===== src/hw/rtl/scd_pkg.sv =====
`default_nettype none
// ----------------------------------------------------------------------------
// scd_pkg
// Types and constants shared by the SPI command decoder modules.
// ----------------------------------------------------------------------------
package scd_pkg;

  localparam logic [7:0] REPLY_OK   = 8'h80;
  localparam logic [7:0] REPLY_MORE = 8'hA0;
  localparam logic [7:0] REPLY_ERR  = 8'hFF;

  localparam int OFF_W = 11;
  localparam logic [OFF_W-1:0] OFFSET_MAX = 11'd2047;

  localparam int RX_DEPTH  = 16;
  localparam int RX_AW     = 4;
  localparam int IDX_W     = 5;
  localparam int UID_BYTES = 8;
  localparam int SIG_BYTES = 4;
  localparam int FILT_ROW  = 3;

  localparam int CFG_W     = 64;
  localparam int CFG_IDX_W = 1;
  localparam logic [CFG_IDX_W-1:0] CFG_UNIQUE_ID = 1'b0;
  localparam logic [CFG_IDX_W-1:0] CFG_SIGNATURE = 1'b1;

  typedef enum logic [1:0] {
    EV_SEL_FALL = 2'd0,
    EV_BYTE     = 2'd1,
    EV_SEL_RISE = 2'd2,
    EV_RX_LOAD  = 2'd3
  } event_t;

  typedef enum logic [3:0] {
    CMD_NULL        = 4'd0,
    CMD_UID         = 4'd1,
    CMD_SIG         = 4'd2,
    CMD_LED         = 4'd3,
    CMD_RESET       = 4'd4,
    CMD_STATUS_CLR  = 4'd5,
    CMD_STATUS      = 4'd6,
    CMD_TX_WRITE    = 4'd7,
    CMD_TX_COMMIT   = 4'd8,
    CMD_RX_READ     = 4'd9,
    CMD_RX_SHIFT    = 4'd10,
    CMD_FILT_WRITE  = 4'd11,
    CMD_FILT_COMMIT = 4'd12,
    CMD_FILT_READ   = 4'd13,
    CMD_NODE_FILT   = 4'd14
  } command_t;

  typedef enum logic [3:0] {
    ACT_NONE        = 4'd0,
    ACT_LED_OFF     = 4'd1,
    ACT_LED_ON      = 4'd2,
    ACT_CAN_RESTART = 4'd3,
    ACT_SYS_RESET   = 4'd4,
    ACT_ERR_CLEAR   = 4'd5,
    ACT_TX_WRITE    = 4'd6,
    ACT_TX_COMMIT   = 4'd7,
    ACT_RX_SHIFT    = 4'd8,
    ACT_FILT_WRITE  = 4'd9,
    ACT_FILT_COMMIT = 4'd10,
    ACT_NODE_FILT   = 4'd11
  } action_t;

  typedef enum logic [1:0] {
    SRC_CONST = 2'd0,
    SRC_RX    = 2'd1,
    SRC_FILT  = 2'd2
  } reply_src_t;

  typedef struct packed {
    logic             reply_valid;
    reply_src_t       src;
    logic [7:0]       reply;
    action_t          action;
    logic [IDX_W-1:0] index;
    logic [7:0]       value;
  } item_t;

  typedef struct packed {
    logic             rx_en;
    logic             rx_we;
    logic [RX_AW-1:0] rx_addr;
    logic             fl_en;
    logic             fl_we;
    logic [IDX_W-1:0] fl_addr;
    logic [7:0]       wdata;
  } mem_req_t;

endpackage
`default_nettype wire


===== src/hw/rtl/scd_decode.sv =====
`default_nettype none
// ----------------------------------------------------------------------------
// scd_decode
// Frame state, configuration registers and per-byte command decode.
// ----------------------------------------------------------------------------
module scd_decode #(
  parameter int BUF_LEN      = 16,
  parameter int FILTER_COUNT = 8
) (
  input  wire logic                           clk,
  input  wire logic                           rst,
  input  wire logic                           cfg_we,
  input  wire logic [scd_pkg::CFG_IDX_W-1:0]  cfg_index,
  input  wire logic [scd_pkg::CFG_W-1:0]      cfg_data,
  input  wire logic                           accept,
  input  wire scd_pkg::event_t                ev,
  input  wire logic [7:0]                     data_byte,
  input  wire logic [scd_pkg::RX_AW-1:0]      load_index,
  input  wire logic [7:0]                     status_now,
  output scd_pkg::item_t                      item,
  output scd_pkg::mem_req_t                   req
);

  localparam int FILT_BYTES = scd_pkg::FILT_ROW * FILTER_COUNT;
  localparam logic [scd_pkg::OFF_W-1:0] BUF_END = scd_pkg::OFF_W'(BUF_LEN);
  localparam logic [scd_pkg::OFF_W-1:0] FW_END  = scd_pkg::OFF_W'(FILT_BYTES + 3);
  localparam logic [scd_pkg::OFF_W-1:0] FR_END  = scd_pkg::OFF_W'(FILT_BYTES + 2);
  localparam logic [scd_pkg::OFF_W-1:0] RX_END  = scd_pkg::OFF_W'(scd_pkg::RX_DEPTH);
  localparam logic [scd_pkg::OFF_W-1:0] UID_END = scd_pkg::OFF_W'(scd_pkg::UID_BYTES);
  localparam logic [scd_pkg::OFF_W-1:0] SIG_END = scd_pkg::OFF_W'(scd_pkg::SIG_BYTES);

  logic [63:0]                 unique_id;
  logic [31:0]                 signature;
  logic                        in_frame;
  logic                        awaiting;
  logic [7:0]                  opcode;
  logic [scd_pkg::OFF_W-1:0]   offset;
  logic [scd_pkg::OFF_W-1:0]   offset_next;

  logic                        first;
  logic [7:0]                  opc;
  logic [scd_pkg::OFF_W-1:0]   off;
  logic [scd_pkg::OFF_W-1:0]   off_inc;
  logic [scd_pkg::OFF_W-1:0]   jump;
  logic [scd_pkg::OFF_W-1:0]   tx_idx;
  logic [scd_pkg::OFF_W-1:0]   rd_idx;
  logic [scd_pkg::OFF_W-1:0]   wr_idx;
  scd_pkg::command_t           cmd;

  assign first   = awaiting;
  assign off_inc = (offset == scd_pkg::OFFSET_MAX) ? offset : offset + 11'd1;
  assign opc     = first ? data_byte : opcode;
  assign off     = first ? '0 : off_inc;
  assign jump    = {3'b000, data_byte} + {2'b00, data_byte, 1'b0} + 11'd2;
  assign tx_idx  = off - 11'd1;
  assign rd_idx  = off - 11'd2;
  assign wr_idx  = off - 11'd3;
  assign cmd     = scd_pkg::command_t'(opc[3:0]);

  always_comb begin
    item.reply_valid = 1'b0;
    item.src         = scd_pkg::SRC_CONST;
    item.reply       = 8'h00;
    item.action      = scd_pkg::ACT_NONE;
    item.index       = '0;
    item.value       = 8'h00;
    req.rx_en        = 1'b0;
    req.rx_we        = 1'b0;
    req.rx_addr      = load_index;
    req.fl_en        = 1'b0;
    req.fl_we        = 1'b0;
    req.fl_addr      = '0;
    req.wdata        = data_byte;
    offset_next      = off;
    unique case (ev)
      scd_pkg::EV_RX_LOAD: begin
        req.rx_en = accept;
        req.rx_we = 1'b1;
      end
      scd_pkg::EV_BYTE: begin
        if (in_frame) begin
          item.reply_valid = 1'b1;
          item.reply       = scd_pkg::REPLY_ERR;
          if (opc[7:4] == 4'd0) begin
            unique case (cmd)
              scd_pkg::CMD_UID: begin
                if (off < UID_END) begin
                  item.reply = unique_id[{off[2:0], 3'b000} +: 8];
                end
              end
              scd_pkg::CMD_SIG: begin
                if (off < SIG_END) begin
                  item.reply = signature[{off[1:0], 3'b000} +: 8];
                end
              end
              scd_pkg::CMD_LED: begin
                if (first) begin
                  item.reply = scd_pkg::REPLY_MORE;
                end else if (off == 11'd1) begin
                  item.reply  = scd_pkg::REPLY_OK;
                  item.action = (data_byte == 8'h00) ? scd_pkg::ACT_LED_OFF
                                                     : scd_pkg::ACT_LED_ON;
                end
              end
              scd_pkg::CMD_RESET: begin
                if (first) begin
                  item.reply = scd_pkg::REPLY_MORE;
                end else if (off == 11'd1 && data_byte == 8'h00) begin
                  item.reply  = scd_pkg::REPLY_OK;
                  item.action = scd_pkg::ACT_CAN_RESTART;
                end else if (off == 11'd1 && data_byte == 8'h01) begin
                  item.reply  = scd_pkg::REPLY_OK;
                  item.action = scd_pkg::ACT_SYS_RESET;
                end
              end
              scd_pkg::CMD_STATUS_CLR: begin
                if (first) begin
                  item.reply  = status_now;
                  item.action = scd_pkg::ACT_ERR_CLEAR;
                end
              end
              scd_pkg::CMD_STATUS: begin
                item.reply = status_now;
              end
              scd_pkg::CMD_TX_WRITE: begin
                if (first) begin
                  item.reply = scd_pkg::REPLY_MORE;
                end else if (off < BUF_END) begin
                  item.reply  = scd_pkg::REPLY_OK;
                  item.action = scd_pkg::ACT_TX_WRITE;
                  item.index  = tx_idx[scd_pkg::IDX_W-1:0];
                  item.value  = data_byte;
                end
              end
              scd_pkg::CMD_TX_COMMIT: begin
                if (first) begin
                  item.reply  = scd_pkg::REPLY_OK;
                  item.action = scd_pkg::ACT_TX_COMMIT;
                end
              end
              scd_pkg::CMD_RX_READ: begin
                if (off < BUF_END) begin
                  if (off < RX_END) begin
                    item.src    = scd_pkg::SRC_RX;
                    req.rx_en   = accept;
                    req.rx_addr = off[scd_pkg::RX_AW-1:0];
                  end else begin
                    item.reply = 8'h00;
                  end
                end
              end
              scd_pkg::CMD_RX_SHIFT: begin
                if (first) begin
                  item.reply  = scd_pkg::REPLY_OK;
                  item.action = scd_pkg::ACT_RX_SHIFT;
                end
              end
              scd_pkg::CMD_FILT_WRITE: begin
                if (first) begin
                  item.reply = scd_pkg::REPLY_MORE;
                end else if (off == 11'd1) begin
                  item.reply  = scd_pkg::REPLY_MORE;
                  offset_next = jump;
                end else if (off >= 11'd3 && off < FW_END) begin
                  item.reply  = scd_pkg::REPLY_OK;
                  item.action = scd_pkg::ACT_FILT_WRITE;
                  item.index  = wr_idx[scd_pkg::IDX_W-1:0];
                  item.value  = data_byte;
                  req.fl_en   = accept;
                  req.fl_we   = 1'b1;
                  req.fl_addr = wr_idx[scd_pkg::IDX_W-1:0];
                end
              end
              scd_pkg::CMD_FILT_COMMIT: begin
                if (first) begin
                  item.reply = scd_pkg::REPLY_MORE;
                end else if (off == 11'd1) begin
                  item.reply  = scd_pkg::REPLY_OK;
                  item.action = scd_pkg::ACT_FILT_COMMIT;
                  item.value  = data_byte;
                end
              end
              scd_pkg::CMD_FILT_READ: begin
                if (first) begin
                  item.reply = scd_pkg::REPLY_MORE;
                end else if (off == 11'd1) begin
                  item.reply  = scd_pkg::REPLY_MORE;
                  offset_next = jump;
                end else if (off >= 11'd2 && off < FR_END) begin
                  item.src    = scd_pkg::SRC_FILT;
                  req.fl_en   = accept;
                  req.fl_addr = rd_idx[scd_pkg::IDX_W-1:0];
                end
              end
              scd_pkg::CMD_NODE_FILT: begin
                if (first) begin
                  item.reply = scd_pkg::REPLY_MORE;
                end else if (off == 11'd1) begin
                  item.reply  = scd_pkg::REPLY_OK;
                  item.action = scd_pkg::ACT_NODE_FILT;
                  item.value  = data_byte;
                end else begin
                  item.reply_valid = 1'b0;
                  item.reply       = 8'h00;
                end
              end
              default: begin
                item.reply = scd_pkg::REPLY_ERR;
              end
            endcase
          end
        end
      end
      default: begin
      end
    endcase
  end

  always_ff @(posedge clk) begin
    if (rst) begin
      unique_id <= '0;
      signature <= '0;
      in_frame  <= 1'b0;
      awaiting  <= 1'b0;
      opcode    <= 8'h00;
      offset    <= '0;
    end else begin
      if (cfg_we) begin
        case (cfg_index)
          scd_pkg::CFG_UNIQUE_ID: unique_id <= cfg_data;
          scd_pkg::CFG_SIGNATURE: signature <= cfg_data[31:0];
          default: begin
          end
        endcase
      end
      if (accept) begin
        unique case (ev)
          scd_pkg::EV_SEL_FALL: begin
            in_frame <= 1'b1;
            awaiting <= 1'b1;
            offset   <= '0;
          end
          scd_pkg::EV_BYTE: begin
            if (in_frame) begin
              opcode   <= opc;
              awaiting <= 1'b0;
              offset   <= offset_next;
            end
          end
          scd_pkg::EV_SEL_RISE: begin
            in_frame <= 1'b0;
            awaiting <= 1'b0;
          end
          default: begin
          end
        endcase
      end
    end
  end

endmodule
`default_nettype wire


===== src/hw/rtl/scd_stores.sv =====
`default_nettype none
// ----------------------------------------------------------------------------
// scd_stores
// Receive store and filter store memories, registered reads.
// ----------------------------------------------------------------------------
module scd_stores #(
  parameter int FILTER_COUNT = 8
) (
  input  wire logic              clk,
  input  wire logic              rst,
  input  wire scd_pkg::mem_req_t req,
  output logic [7:0]             rx_q,
  output logic [7:0]             fl_q
);

  localparam int FILT_BYTES = scd_pkg::FILT_ROW * FILTER_COUNT;
  localparam int FAW        = $clog2(FILT_BYTES);

  logic [7:0]            rx_mem [scd_pkg::RX_DEPTH];
  logic [7:0]            fl_mem [FILT_BYTES];
  logic [FILT_BYTES-1:0] fl_vld;
  logic [7:0]            fl_data;
  logic                  fl_hit;
  logic [FAW-1:0]        fl_addr;

  assign fl_addr = req.fl_addr[FAW-1:0];
  assign fl_q    = fl_hit ? fl_data : 8'h00;

  always_ff @(posedge clk) begin
    if (req.rx_en) begin
      if (req.rx_we) begin
        rx_mem[req.rx_addr] <= req.wdata;
      end else begin
        rx_q <= rx_mem[req.rx_addr];
      end
    end
  end

  always_ff @(posedge clk) begin
    if (req.fl_en) begin
      if (req.fl_we) begin
        fl_mem[fl_addr] <= req.wdata;
      end else begin
        fl_data <= fl_mem[fl_addr];
        fl_hit  <= fl_vld[fl_addr];
      end
    end
  end

  always_ff @(posedge clk) begin
    if (rst) begin
      fl_vld <= '0;
    end else if (req.fl_en && req.fl_we) begin
      fl_vld[fl_addr] <= 1'b1;
    end
  end

endmodule
`default_nettype wire


===== src/hw/rtl/scd_reply.sv =====
`default_nettype none
// ----------------------------------------------------------------------------
// scd_reply
// Read-data stage, reply select and output register with flow control.
// ----------------------------------------------------------------------------
module scd_reply (
  input  wire logic           clk,
  input  wire logic           rst,
  input  wire logic           accept,
  input  wire scd_pkg::item_t item,
  input  wire logic [7:0]     rx_q,
  input  wire logic [7:0]     fl_q,
  output logic                in_ready,
  output logic                out_valid,
  input  wire logic           out_ready,
  output logic                out_user,
  output logic [31:0]         out_data
);

  scd_pkg::item_t s1;
  logic           s1_valid;
  logic           s1_adv;
  logic [7:0]     reply;

  assign s1_adv   = s1_valid && (!out_valid || out_ready);
  assign in_ready = !s1_valid || s1_adv;

  always_comb begin
    case (s1.src)
      scd_pkg::SRC_RX:   reply = rx_q;
      scd_pkg::SRC_FILT: reply = fl_q;
      default:           reply = s1.reply;
    endcase
  end

  always_ff @(posedge clk) begin
    if (rst) begin
      s1_valid <= 1'b0;
    end else if (accept) begin
      s1_valid <= 1'b1;
    end else if (s1_adv) begin
      s1_valid <= 1'b0;
    end
  end

  always_ff @(posedge clk) begin
    if (accept) begin
      s1 <= item;
    end
  end

  always_ff @(posedge clk) begin
    if (rst) begin
      out_valid <= 1'b0;
    end else if (s1_adv) begin
      out_valid <= 1'b1;
    end else if (out_ready) begin
      out_valid <= 1'b0;
    end
  end

  always_ff @(posedge clk) begin
    if (s1_adv) begin
      out_user <= s1.reply_valid;
      out_data <= {7'b0000000, s1.value, s1.index, s1.action, reply};
    end
  end

endmodule
`default_nettype wire


===== src/hw/rtl/spi_command_slave_decoder.sv =====
`default_nettype none
// ----------------------------------------------------------------------------
// spi_command_slave_decoder
// Byte-level command engine of an SPI slave in front of a CAN controller.
//
//   channel   dir  handshake               contents
//   s_axis    in   tvalid/tready           event, SPI byte, load index, status
//   m_axis    out  tvalid/tready           reply flag, reply, side action
//   cfg       in   cfg_we                  unique id, signature
//
// One transfer per cycle in each direction unless the output stalls. Stages:
// decode and memory read, then reply select into the output register.
// Reset clears frame state, registers and filter store valid bits.
// A stalled output holds the read stage; input ready drops only when both full.
// ----------------------------------------------------------------------------
module spi_command_slave_decoder #(
  parameter int BUF_LEN      = 16,
  parameter int FILTER_COUNT = 8
) (
  input  wire logic                          clk,
  input  wire logic                          rst,
  input  wire logic                          s_axis_tvalid,
  output logic                               s_axis_tready,
  input  wire logic [23:0]                   s_axis_tdata,  // data_byte, load_index, status_now
  input  wire logic [1:0]                    s_axis_tuser,  // op
  output logic                               m_axis_tvalid,
  input  wire logic                          m_axis_tready,
  output logic [31:0]                        m_axis_tdata,  // reply_byte, action, action_index,
                                                            // action_value
  output logic                               m_axis_tuser,  // reply_valid
  input  wire logic                          cfg_we,
  input  wire logic [scd_pkg::CFG_IDX_W-1:0] cfg_index,
  input  wire logic [scd_pkg::CFG_W-1:0]     cfg_data
);

  logic              accept;
  scd_pkg::item_t    item;
  scd_pkg::mem_req_t req;
  logic [7:0]        rx_q;
  logic [7:0]        fl_q;

  assign accept = s_axis_tvalid && s_axis_tready;

  scd_decode #(
    .BUF_LEN      (BUF_LEN),
    .FILTER_COUNT (FILTER_COUNT)
  ) u_decode (
    .clk        (clk),
    .rst        (rst),
    .cfg_we     (cfg_we),
    .cfg_index  (cfg_index),
    .cfg_data   (cfg_data),
    .accept     (accept),
    .ev         (scd_pkg::event_t'(s_axis_tuser)),
    .data_byte  (s_axis_tdata[7:0]),
    .load_index (s_axis_tdata[11:8]),
    .status_now (s_axis_tdata[19:12]),
    .item       (item),
    .req        (req)
  );

  scd_stores #(
    .FILTER_COUNT (FILTER_COUNT)
  ) u_stores (
    .clk  (clk),
    .rst  (rst),
    .req  (req),
    .rx_q (rx_q),
    .fl_q (fl_q)
  );

  scd_reply u_reply (
    .clk       (clk),
    .rst       (rst),
    .accept    (accept),
    .item      (item),
    .rx_q      (rx_q),
    .fl_q      (fl_q),
    .in_ready  (s_axis_tready),
    .out_valid (m_axis_tvalid),
    .out_ready (m_axis_tready),
    .out_user  (m_axis_tuser),
    .out_data  (m_axis_tdata)
  );

endmodule
`default_nettype wire


===== config.mk =====
export PLATFORM = sky130hd
export DESIGN_NAME = spi_command_slave_decoder
export DESIGN_NICKNAME = d
export VERILOG_FILES = /design/src/hw/rtl/scd_pkg.sv /design/src/hw/rtl/scd_decode.sv /design/src/hw/rtl/scd_stores.sv /design/src/hw/rtl/scd_reply.sv /design/src/hw/rtl/spi_command_slave_decoder.sv
export SDC_FILE = /design/constraint.sdc
export NUM_CORES = 1
export LEC_CHECK = 0
export ABC_CLOCK_PERIOD_IN_PS = 13050
export BUFFER_PORTS_ARGS = -buffer_cell sky130_fd_sc_hd__clkbuf_2
export CORE_ASPECT_RATIO = 0.6
export CORE_MARGIN = 2
export CORE_UTILIZATION = 29
export CTS_CLUSTER_SIZE = 12
export DETAILED_ROUTE_END_ITERATION = 8
export GPL_TIMING_DRIVEN = 0
export SYNTH_ARGS = -nofsm -noshare
export SYNTH_HDL_FRONTEND = slang
export SYNTH_SLANG_ARGS = --single-unit

===== constraint.sdc =====
create_clock -name clk -period 13.05 [get_ports clk]
set_input_delay 1.9575 -clock clk [delete_from_list [all_inputs] [get_ports clk]]
set_output_delay 1.9575 -clock clk [all_outputs]
set_load 0.01 [all_outputs]

[Word-level counts from Yosys, hierarchy flattened]
Memory sizes are Yosys's and may differ from the RTL's. A register that Yosys moved wholly into a read port is not among the register bits.
Cells that the tools add are included.
Word-level totals
  register bits: 198
  input port bits: 96
  memories kept: 2
  bits in writable memories: 320
  output and inout port bits: 35
Memory list
  u_stores.fl_mem: words 24, width 8, rd ports 1, clocked after Yosys merged registers in 1, write ports 1, RTL line scd_stores.sv:20  | logic [7:0] fl_mem [FILT_BYTES];
  u_stores.rx_mem: words 16, width 8, rd ports 1, clocked after Yosys merged registers in 1, write ports 1, RTL line scd_stores.sv:19  | logic [7:0] rx_mem [scd_pkg::RX_DEPTH];
Cells by class
  bitwise operators: 4
  add/sub/neg operators: 6
  reductions and logical operators: 32
  magnitude comparators: 9
  equality and inequality tests: 23
  shifts and indexed selects: 2
  muxes and demuxes: 96
Operators with widths (number)
  11-bit two-way mux: 16
  8-bit two-way mux: 15
  8-bit case mux with 14 select lines: 1
  64-bit by 7-bit indexed part select with 8-bit output: 1
  17-bit two-way mux: 3
  24-bit two-way mux: 2
  4-bit case mux with 9 select lines: 1
  11-bit by 5-bit less-than comparator with 1-bit output, second input constant: 3
  32-bit by 6-bit indexed part select with 8-bit output: 1
  4-bit == test, second input constant: 7
  28-bit two-way mux: 1
  4-bit two-way mux: 7
  7-bit two-way mux: 4
  1-bit two-way mux: 25
  24-bit bitwise OR: 1
  8-bit case mux with 3 select lines: 1
  11-bit by 2-bit >= comparator with 1-bit output, second input constant: 2
  11-bit case mux with 2 select lines: 1
  5-bit case mux with 2 select lines: 2
  4-bit by 3-bit == test with 1-bit output, second input constant: 4
  8-bit case mux with 2 select lines: 1
  5-bit two-way mux: 3
  12-bit two-way mux: 1
  2-bit AND reduction: 6
  35 further kinds: 63

[Depth between registers and ports, before layout]
Gate-level depths: netlist of run 1.
  depth after elaboration: 17
  gate-level depth with buffers: 24
  mapped depth without buffers: 17

[By module]
From an unflattened synthesis of run 1, not the netlist that was laid out.
Second synthesis, totals
  cell total of the unflattened synthesis: 1837
  area, all modules: 23312.4 um2
By module, submodules not included
  scd_stores: area an instance 13863.3 um2, instances 1, cells each 660
  scd_decode: area an instance 7494.7 um2, instances 1, cells each 1074
  scd_reply: area an instance 1948.1 um2, instances 1, cells each 102
  spi_command_slave_decoder: area an instance 6.3 um2, instances 1, cells each 1

[Worst setup path after synthesis of run 1]
No wires, ideal clock.
  path kind: flip-flop to flip-flop
  start: reg u_decode.offset[0] in the netlist's numbering
  end: mem u_stores.fl_mem[6][0] (enable)
  setup time: 370 ps
  stages on the path, launching flop included: 21
  data required time: 12680 ps
  path buffers: 5
  period minus slack after synthesis: 5404 ps
  slack: 7646 ps
  arrival: 5033 ps
  path through: dfxtp_1 ha_1 buf_2 and4_1 clkbuf_1 nand3_1 mux2i_1 nor2_1 clkinv_1 clkbuf_1 clkbuf_1 ha_1 o21ai_0 a211oi_1 nor4_1 a221oi_1 a21oi_2 o21ai_0 clkbuf_1 nand2_1 nor2_1
Between the ends
  longest elaborated chain between the ends: 15
  elaborated cells on any way between the ends: 31
  those cells by class: add/sub (3); order compare (4); eq/ne (2); mux (20); reduce/logical (2)
Ends and longest elaborated chain
  start, declared: RTL line scd_decode.sv:37  | logic [scd_pkg::OFF_W-1:0] offset;
  start signal, assigned: RTL line scd_decode.sv:247  | offset <= offset_next;
  11-bit by 1-bit adder with 11-bit output or 11-bit == test (tied branches): RTL line scd_decode.sv:51  | assign off_inc = (offset == scd_pkg::OFFSET_MAX) ? offset : offset + 11'd1;
  11-bit two-way mux *: RTL line scd_decode.sv:51
  11-bit two-way mux *: RTL line scd_decode.sv:53  | assign off = first ? '0 : off_inc;
  11-bit by 2-bit >= comparator with 1-bit output or 11-bit by 5-bit less-than comparator with 1-bit output (tied branches): RTL line scd_decode.sv:164  | end else if (off >= 11'd3 && off < FW_END) begin
  1-bit logical AND: RTL line scd_decode.sv:164
  7-bit two-way mux: RTL line scd_decode.sv:164
  7-bit two-way mux: RTL line scd_decode.sv:161  | end else if (off == 11'd1) begin
  7-bit two-way mux: RTL line scd_decode.sv:159  | if (first) begin
  1-bit two-way mux: RTL line scd_decode.sv:85  | unique case (cmd)
  11-bit two-way mux *: RTL line scd_decode.sv:84  | if (opc[7:4] == 4'd0) begin
  11-bit two-way mux *: RTL line scd_decode.sv:81  | if (in_frame) begin
  11-bit two-way mux *: RTL line scd_decode.sv:75  | unique case (ev)
  1-bit two-way mux: RTL line scd_stores.sv:41  | if (req.fl_we) begin
  1-bit two-way mux: RTL line scd_stores.sv:40  | if (req.fl_en) begin
  1-bit two-way mux (not written as such): RTL line scd_stores.sv:42  | fl_mem[fl_addr] <= req.wdata;
  end, declared: RTL line scd_stores.sv:20
Every way passes the cells marked *; elsewhere a longest branch is shown, timed or not.

[Final worst setup path of run 1]
  start: reg u_decode.offset[0] in the netlist's numbering
  end: mem u_stores.fl_mem[7][5] (enable)
The elaborated chain is that of the path after synthesis.

==> results.yml, run 1 <==
critical_path:
  r2r_cells: 19
  cp-start-kind: "register"
  critical_path_class: "register to register"
  cp.arrival_ps: 8870
  crit_start: "u_decode.offset[0]$_SDFFE_PP0P_"
  critPathCaptureType: "register"
  crit-reg2reg-capture: "u_stores.fl_mem[7][5]$_DFFE_PP_"
  r2r-start: "u_decode.offset[0]$_SDFFE_PP0P_"
  cp_max_fo: 13
  crit_required_ps: 13260
  ff2ff_setup_slack_ps: 4390
sta:
  fin_crit_ps: 8659
  skew_ps: 31.09
  tightestPinTransition_ps: 1410
  relSlewSlack_pct: 6.026
  post-route-period-util_pct: 66.35
  rsz0062_at_grt: "no"
  drv_slew: 0
  hold_viol_final: 0
  holdWs_ps: 418.8
  setup_slack_ps: 4391
  final-setup-viol-count: 0
  finalSetupTns_ps: 0
  fmax_mhz: 115.5
global_routing:
  grt_pass1_wl_um: 113100
  overflow: 0
  grt_max_degree: 50
  grt_pass1_vias: 16680
  antenna_found_initial: 4
  gr-usage-all-layers_pct: 18.15
synth:
  yosysWarnings: 0
  syn_inst: 2128
  synthDistinctLibCells: 80
  synth_edf_count: 391
  async_flop_share_pct: 0
  synth_flop_cell: "edfxtp_1"
  ys_seq_area_share_pct: 61.77
  postSynthAreaPerCell_sq_um: 11.11
  ys_seq_elements: 534
  synth.cell_area_sq_um: 23640
worst_hold_path:
  min_path_cells: 0
  min_from: "u_reply.s1[13]$_SDFFCE_PN0P_"
  hold_end: "u_reply.out_data[8]$_DFFE_PP_"
  min-delay-path-class: "register to register"
die:
  num_rows: 81
  die-area_sq_um: 83910
  dieWidth_um: 372.6
  start_util_pct: 29.16
  core_sq_um: 81080
  pin_count: 131
  die_h_um: 225.2
drt:
  wl_met1_um: 37450
  routed_wl_um: 78020
  drtAntennaViolNets: 0
  route.detailed.drc: 0
  dr_total_vias: 18300
  viasPerCell: 5.338
  dr.pass1.iters: 5
  avgRoutedWirePerCell_um: 22.76
  drtIter0Drc: 2707
  wl_met3_um: 10100
  wl_met2_um: 29190
  top_layer: "met5"
cells_and_area:
  diodes: 0
  fin_area_sq_um: 27270
  layout.cells.non_filler: 3428
  postLayoutCoreUtil_pct: 33.64
  syn_to_final_growth_pct: 15.34
  design.final.nets: 2433
  drive_above_1_share_pct: 12.05
place:
  dp_hpwl_um: 55130
  place_congestion: 0.9746
  dp.cells: 3333
  place_area_sq_um: 25660
  place_ws_ps: 4880
  portBuffers: 118
pwr:
  p_seq_share_pct: 52.4
  powerDensity_nw_per_um2: 130.2
  power.switching_mw: 0.8293
  leakagePower_nw: 8.932
  clockPowerShare_pct: 40.9
  power_mw: 3.552
  pwr-share-comb_pct: 6.7
  max-vdd-ir-drop_uv: 105.2
  intPower_mw: 2.723
  switching_share_pct: 23.35
clocking:
  htreeDepth: 2
  clockBufferDepth: 3
  clk_root_buffer_cell: "clkbuf_16"
  cts-resized-gates: 0
  cts_inserted_buffers: 52
  clkTransAtPathRegs_ps: 60
  tritoncts: "built"
  cts_hold_buffers: 0
  clock_sinks: 534
  postCtsSetupBuffers: 0
  clock_latency_ps: 620
status:
  status: "completed"
job:
  maxCapViolations: 0
## Yosys cell counts (21+ instances only)
cell type	count	area [sq um]
edfxtp_1	391	11740
nand2_1	383	1438
a21oi_1	223	1116
nor2_1	145	544.3
dfxtp_1	143	2863
clkbuf_1	83	311.6
o21ai_0	79	395.4
a211oi_1	78	585.6
nand3_1	59	295.3
mux2i_1	57	570.6
nor2b_1	41	256.5
a221oi_1	31	271.5
a22oi_1	31	232.7
inv_1	30	112.6
a31oi_1	28	175.2
ha_1	27	337.8
nor3_1	22	110.1
mux2_2	21	236.5
## cells by family (layout without fill, tap and decap cells)
group	Yosys count	count (layout)	synth area share, %
AOI/OAI and AO/OA	553	553	14.82
xor gates and xnor gates	14	14	0.5186
adders and majority gates	28	28	1.513
buffers and inverters	171	386	3.355
DFF	534	534	61.77
muxes	83	83	3.890
other	1	7	0.01586
and+or+nand+nor	744	744	14.12
## routing by layer
| metal | track usage (%) | up-vias |
|---|---|---|
| met3 | 5.540 | 99 |
| li1 | - | 8199 |
| met5 | 0.5718 | - |
| met4 | 3.095 | 8 |
| met2 | 23.24 | 1015 |
| met1 | 29.17 | 8978 |
## final cells by class
type,count,area [sq um]
timing repair buffer,121,658.1
buffer,140,678.2
tap,1079,1350
clock buffer,90,1521
clock inverter,4,60.06
fill,8203,53810
multi-input combinational,1429,8283
inverter,31,116.4
sequential,534,14600
## placed cells by master (no fill, tap or decap), drive strengths merged, types with 10 or more instances in the layout
| cell type | Yosys | layout |
|---|---|---|
| nor4 | 11 | 11 |
| a311oi | 10 | 10 |
| and2 | 17 | 17 |
| o21ai | 87 | 87 |
| inv | 30 | 31 |
| nand4 | 10 | 10 |
| xnor2 | 10 | 10 |
| dfxtp | 143 | 143 |
| buf | 56 | 60 |
| nor2 | 149 | 149 |
| a21oi | 224 | 224 |
| a31oi | 28 | 28 |
| nand3 | 60 | 60 |
| a221oi | 31 | 31 |
| and3 | 19 | 19 |
| nor3 | 25 | 25 |
| edfxtp | 391 | 391 |
| clkbuf | 84 | 291 |
| mux2i | 58 | 58 |
| nand2 | 385 | 385 |
| ha | 27 | 27 |
| mux2 | 21 | 21 |
| a22oi | 31 | 31 |
| nor2b | 41 | 41 |
| a211oi | 78 | 78 |
## worst max path at each step
stage	to	slack [ps]	cells after the start
after global placement	u_stores.fl_mem[7][2]$_DFFE_PP_	4730	19
after global routing	u_stores.fl_mem[5][5]$_DFFE_PP_	4110	20
after detailed placement	u_stores.fl_mem[7][2]$_DFFE_PP_	4880	19
after floorplan	u_stores.fl_mem[6][0]$_DFFE_PP_	7650	20
final	u_stores.fl_mem[7][5]$_DFFE_PP_	4390	19
after CTS	u_stores.fl_mem[7][5]$_DFFE_PP_	4840	19
## state kept, by name, indices dropped and copies added, names as in the netlist
name                count
u_decode.awaiting       1
u_decode.in_frame       1
u_decode.offset        11
u_decode.opcode         8
u_decode.signature     32
u_decode.unique_id     64
u_reply.out_data       25
u_reply.out_user        1
u_reply.out_valid       1
u_reply.s1             28
u_reply.s1_valid        1
u_stores.fl_data        8
u_stores.fl_hit         1
u_stores.fl_mem       192
u_stores.fl_vld        24
u_stores.rx_mem       128
u_stores.rx_q           8
## critical path, cell delays in order (launching register included)
cell      delay [ps]
dfxtp_1          550
ha_1             200
buf_2            180
and4_1           210
clkbuf_1         300
nand3_1          180
mux2i_1          150
nor2_1           730
clkinv_1         550
clkbuf_1         370
clkbuf_1         480
ha_1             390
o21ai_0          210
a211oi_1         390
nor4_4           780
a22oi_1          330
nor2_4           530
clkbuf_1         630
nand2_1          220
nor2_1           840
## power groups by stage
stage | Clock [mW] | Combinational, mW | Sequential (mW)
final | 1.45 | 0.239 | 1.86
after global routing | 1.55 | 0.259 | 1.86
after CTS | 1.48 | 0.233 | 1.86
after detailed placement | 0 | 0.232 | 1.90
after global placement | 0 | 0.228 | 1.90
after floorplan | 0 | 0.126 | 1.89
(Power assumes the default switching activity.)
==> inputs of run 2 (changes only) <==
--- a/config.mk
+++ b/config.mk
@@ -5,7 +5,7 @@
 export SDC_FILE = /design/constraint.sdc
 export NUM_CORES = 1
 export LEC_CHECK = 0
-export ABC_CLOCK_PERIOD_IN_PS = 13050
+export ABC_CLOCK_PERIOD_IN_PS = 7900
 export BUFFER_PORTS_ARGS = -buffer_cell sky130_fd_sc_hd__clkbuf_2
 export CORE_ASPECT_RATIO = 0.6
 export CORE_MARGIN = 2
==> constraint.sdc (replaced) <==
create_clock -name clk -period 7.9 [get_ports clk]
set_input_delay 1.185 -clock clk [delete_from_list [all_inputs] [get_ports clk]]
set_output_delay 1.185 -clock clk [all_outputs]
set_load 0.01 [all_outputs]
==> run 2 against run 1 <==
Compared with the run above: clock-buffer cell count did not move; clock skew is 0.55 ps higher; setup slack worse by 4100 ps; critical endpoint is now u_stores.fl_mem[2][5]$_DFFE_PP_.
==> results.yml, run 2 (synthesis gave the netlist of run 1 again) <==
status:
  status: "completed"
sta:
  setup_slack_ps: 326.4
  drv_slew: 0
  tightestPinTransition_ps: 1414
  relSlewSlack_pct: 5.751
  skew_ps: 31.64
  hold_viol_final: 0
  fin_crit_ps: 7574
  final-setup-viol-count: 0
  post-route-period-util_pct: 95.87
  fmax_mhz: 132.0
drt:
  viasPerCell: 5.333
  route.detailed.drc: 0
  routed_wl_um: 78150
  avgRoutedWirePerCell_um: 22.78
  drtIter0Drc: 2804
  drtAntennaViolNets: 0
  dr.pass1.iters: 5
  dr_total_vias: 18290
clocking:
  cts_inserted_buffers: 52
  clockBufferDepth: 3
  tritoncts: "built"
  htreeDepth: 2
  cts_hold_buffers: 0
  clkTransAtPathRegs_ps: 60
  clk_root_buffer_cell: "clkbuf_16"
  clock_latency_ps: 610
  clock_sinks: 534
pwr:
  p_seq_share_pct: 52.3
  clockPowerShare_pct: 40.9
  power_mw: 5.868
  pwr-share-comb_pct: 6.7
  max-vdd-ir-drop_uv: 175.6
  power.switching_mw: 1.371
  powerDensity_nw_per_um2: 214.6
  leakagePower_nw: 8.949
  switching_share_pct: 23.36
  intPower_mw: 4.497
place:
  portBuffers: 118
  place_area_sq_um: 25660
  place_ws_ps: -270.4
  place_congestion: 0.9746
  dp_hpwl_um: 55130
  dp.cells: 3333
critical_path:
  ff2ff_setup_slack_ps: 330
  cp_max_fo: 11
  cp-start-kind: "register"
  r2r_cells: 19
  critPathCaptureType: "register"
  cp.arrival_ps: 7790
  critical_path_class: "register to register"
  crit-reg2reg-capture: "u_stores.fl_mem[2][5]$_DFFE_PP_"
  r2r-start: "u_decode.offset[0]$_SDFFE_PP0P_"
  crit_required_ps: 8110
global_routing:
  antenna_found_initial: 4
  overflow: 0
  grt_max_degree: 50
  gr-usage-all-layers_pct: 18.16
  grt_pass1_vias: 16690
  grt_pass1_wl_um: 113300
die:
  pin_count: 131
  dieWidth_um: 372.6
  die_h_um: 225.2
  num_rows: 81
  start_util_pct: 29.16
  core_sq_um: 81080
  die-area_sq_um: 83910
cells_and_area:
  largest_reg_flops: 192
  largestRegisters: "u_stores.fl_mem (192), u_stores.rx_mem (128), u_decode.unique_id (64)"
  postLayoutCoreUtil_pct: 33.72
  diodes: 0
  layout.cells.non_filler: 3430
  drive_above_1_share_pct: 12.80
  layout_common_cells: "edfxtp_1, nand2_1, a21oi_1"
  largest-register: "u_stores.fl_mem"
  fin_area_sq_um: 27340
  final_common_cell: "edfxtp_1"
  design.final.nets: 2435
  syn_to_final_growth_pct: 15.63
worst_hold_path:
  min-delay-path-class: "register to register"
  min_from: "u_reply.s1[8]$_SDFFCE_PN0P_"
  min_path_cells: 0
  hold_end: "u_reply.out_data[12]$_DFFE_PP_"
job:
  maxCapViolations: 0
## run 2: changes by cell type in the layout (fill, tap and decap cells not counted), sizes merged
cell	delta
buf	+2
## run 2: area by class of cell
type,count,area (sq um)
clock buffers,90,1521
plain buffers,140,680.7
well taps,1079,1350
multi-input cells,1429,8334
inverters,31,116.4
repair buffers,123,673.1
clock inverters,4,60.06
fillers,8196,53740
flip-flops and latches,534,14600
## run 2: power groups by stage
stage	registers, mW	logic (mW)	clock network [mW]
2_1_floorplan	3.12	0.207	0
3_3_place_gp	3.13	0.377	0
3_5_place_dp	3.13	0.383	0
4_1_cts	3.07	0.385	2.44
5_1_grt	3.07	0.427	2.57
6_report	3.07	0.394	2.40
## run 2: stage by stage
step | setup TNS, ps | hold slack, ps
2_1_floorplan | 0 | 400.3
3_3_place_gp | -24170 | 402.8
3_5_place_dp | -11020 | 404.5
4_1_cts | 0 | 418.9
5_1_grt | -18.72 | 424.4
6_report | 0 | 417.2
## run 2: worst max path at each step
stage,cells after the start,startpoint,end
6_report,19,u_decode.offset[0]$_SDFFE_PP0P_,u_stores.fl_mem[2][5]$_DFFE_PP_
3_3_place_gp,19,u_decode.offset[0]$_SDFFE_PP0P_,u_stores.fl_mem[7][2]$_DFFE_PP_
2_1_floorplan,20,u_decode.offset[0]$_SDFFE_PP0P_,u_stores.fl_mem[6][0]$_DFFE_PP_
3_5_place_dp,19,u_decode.offset[0]$_SDFFE_PP0P_,u_stores.fl_mem[7][2]$_DFFE_PP_
5_1_grt,19,u_decode.offset[0]$_SDFFE_PP0P_,u_stores.fl_mem[2][5]$_DFFE_PP_
4_1_cts,19,u_decode.offset[0]$_SDFFE_PP0P_,u_stores.fl_mem[4][2]$_DFFE_PP_
## run 2: timing repair
action,4_1_cts,5_1_grt
setup buffers,0,2
pin swaps,0,1
gates resized for setup,5,16
endpoints found under the setup margin,85,144
## run 2: critical path: stages (launching register included)
cell       delay (ps)
dfxtp_1           540
ha_1              200
buf_2             180
and4_1            210
clkbuf_1          310
nand3_1           180
mux2i_1           170
nor2_2            490
clkbuf_1          520
clkbuf_1          670
ha_1              320
inv_1              90
a2bb2oi_1         150
o211ai_1          210
a211oi_2          220
nor4_4            620
a22oi_1           220
nor3_2            690
nand2_1           480
nor2_1            700
## run 2: layer usage
layer / vias to the layer above / wire length [um] / track usage [%]
met5: - / 102 / 0.5718
met4: 8 / 1200 / 3.134
met3: 106 / 10020 / 5.639
met2: 1036 / 29200 / 23.24
met1: 8938 / 37630 / 29.14
li1: 8203 / - / -
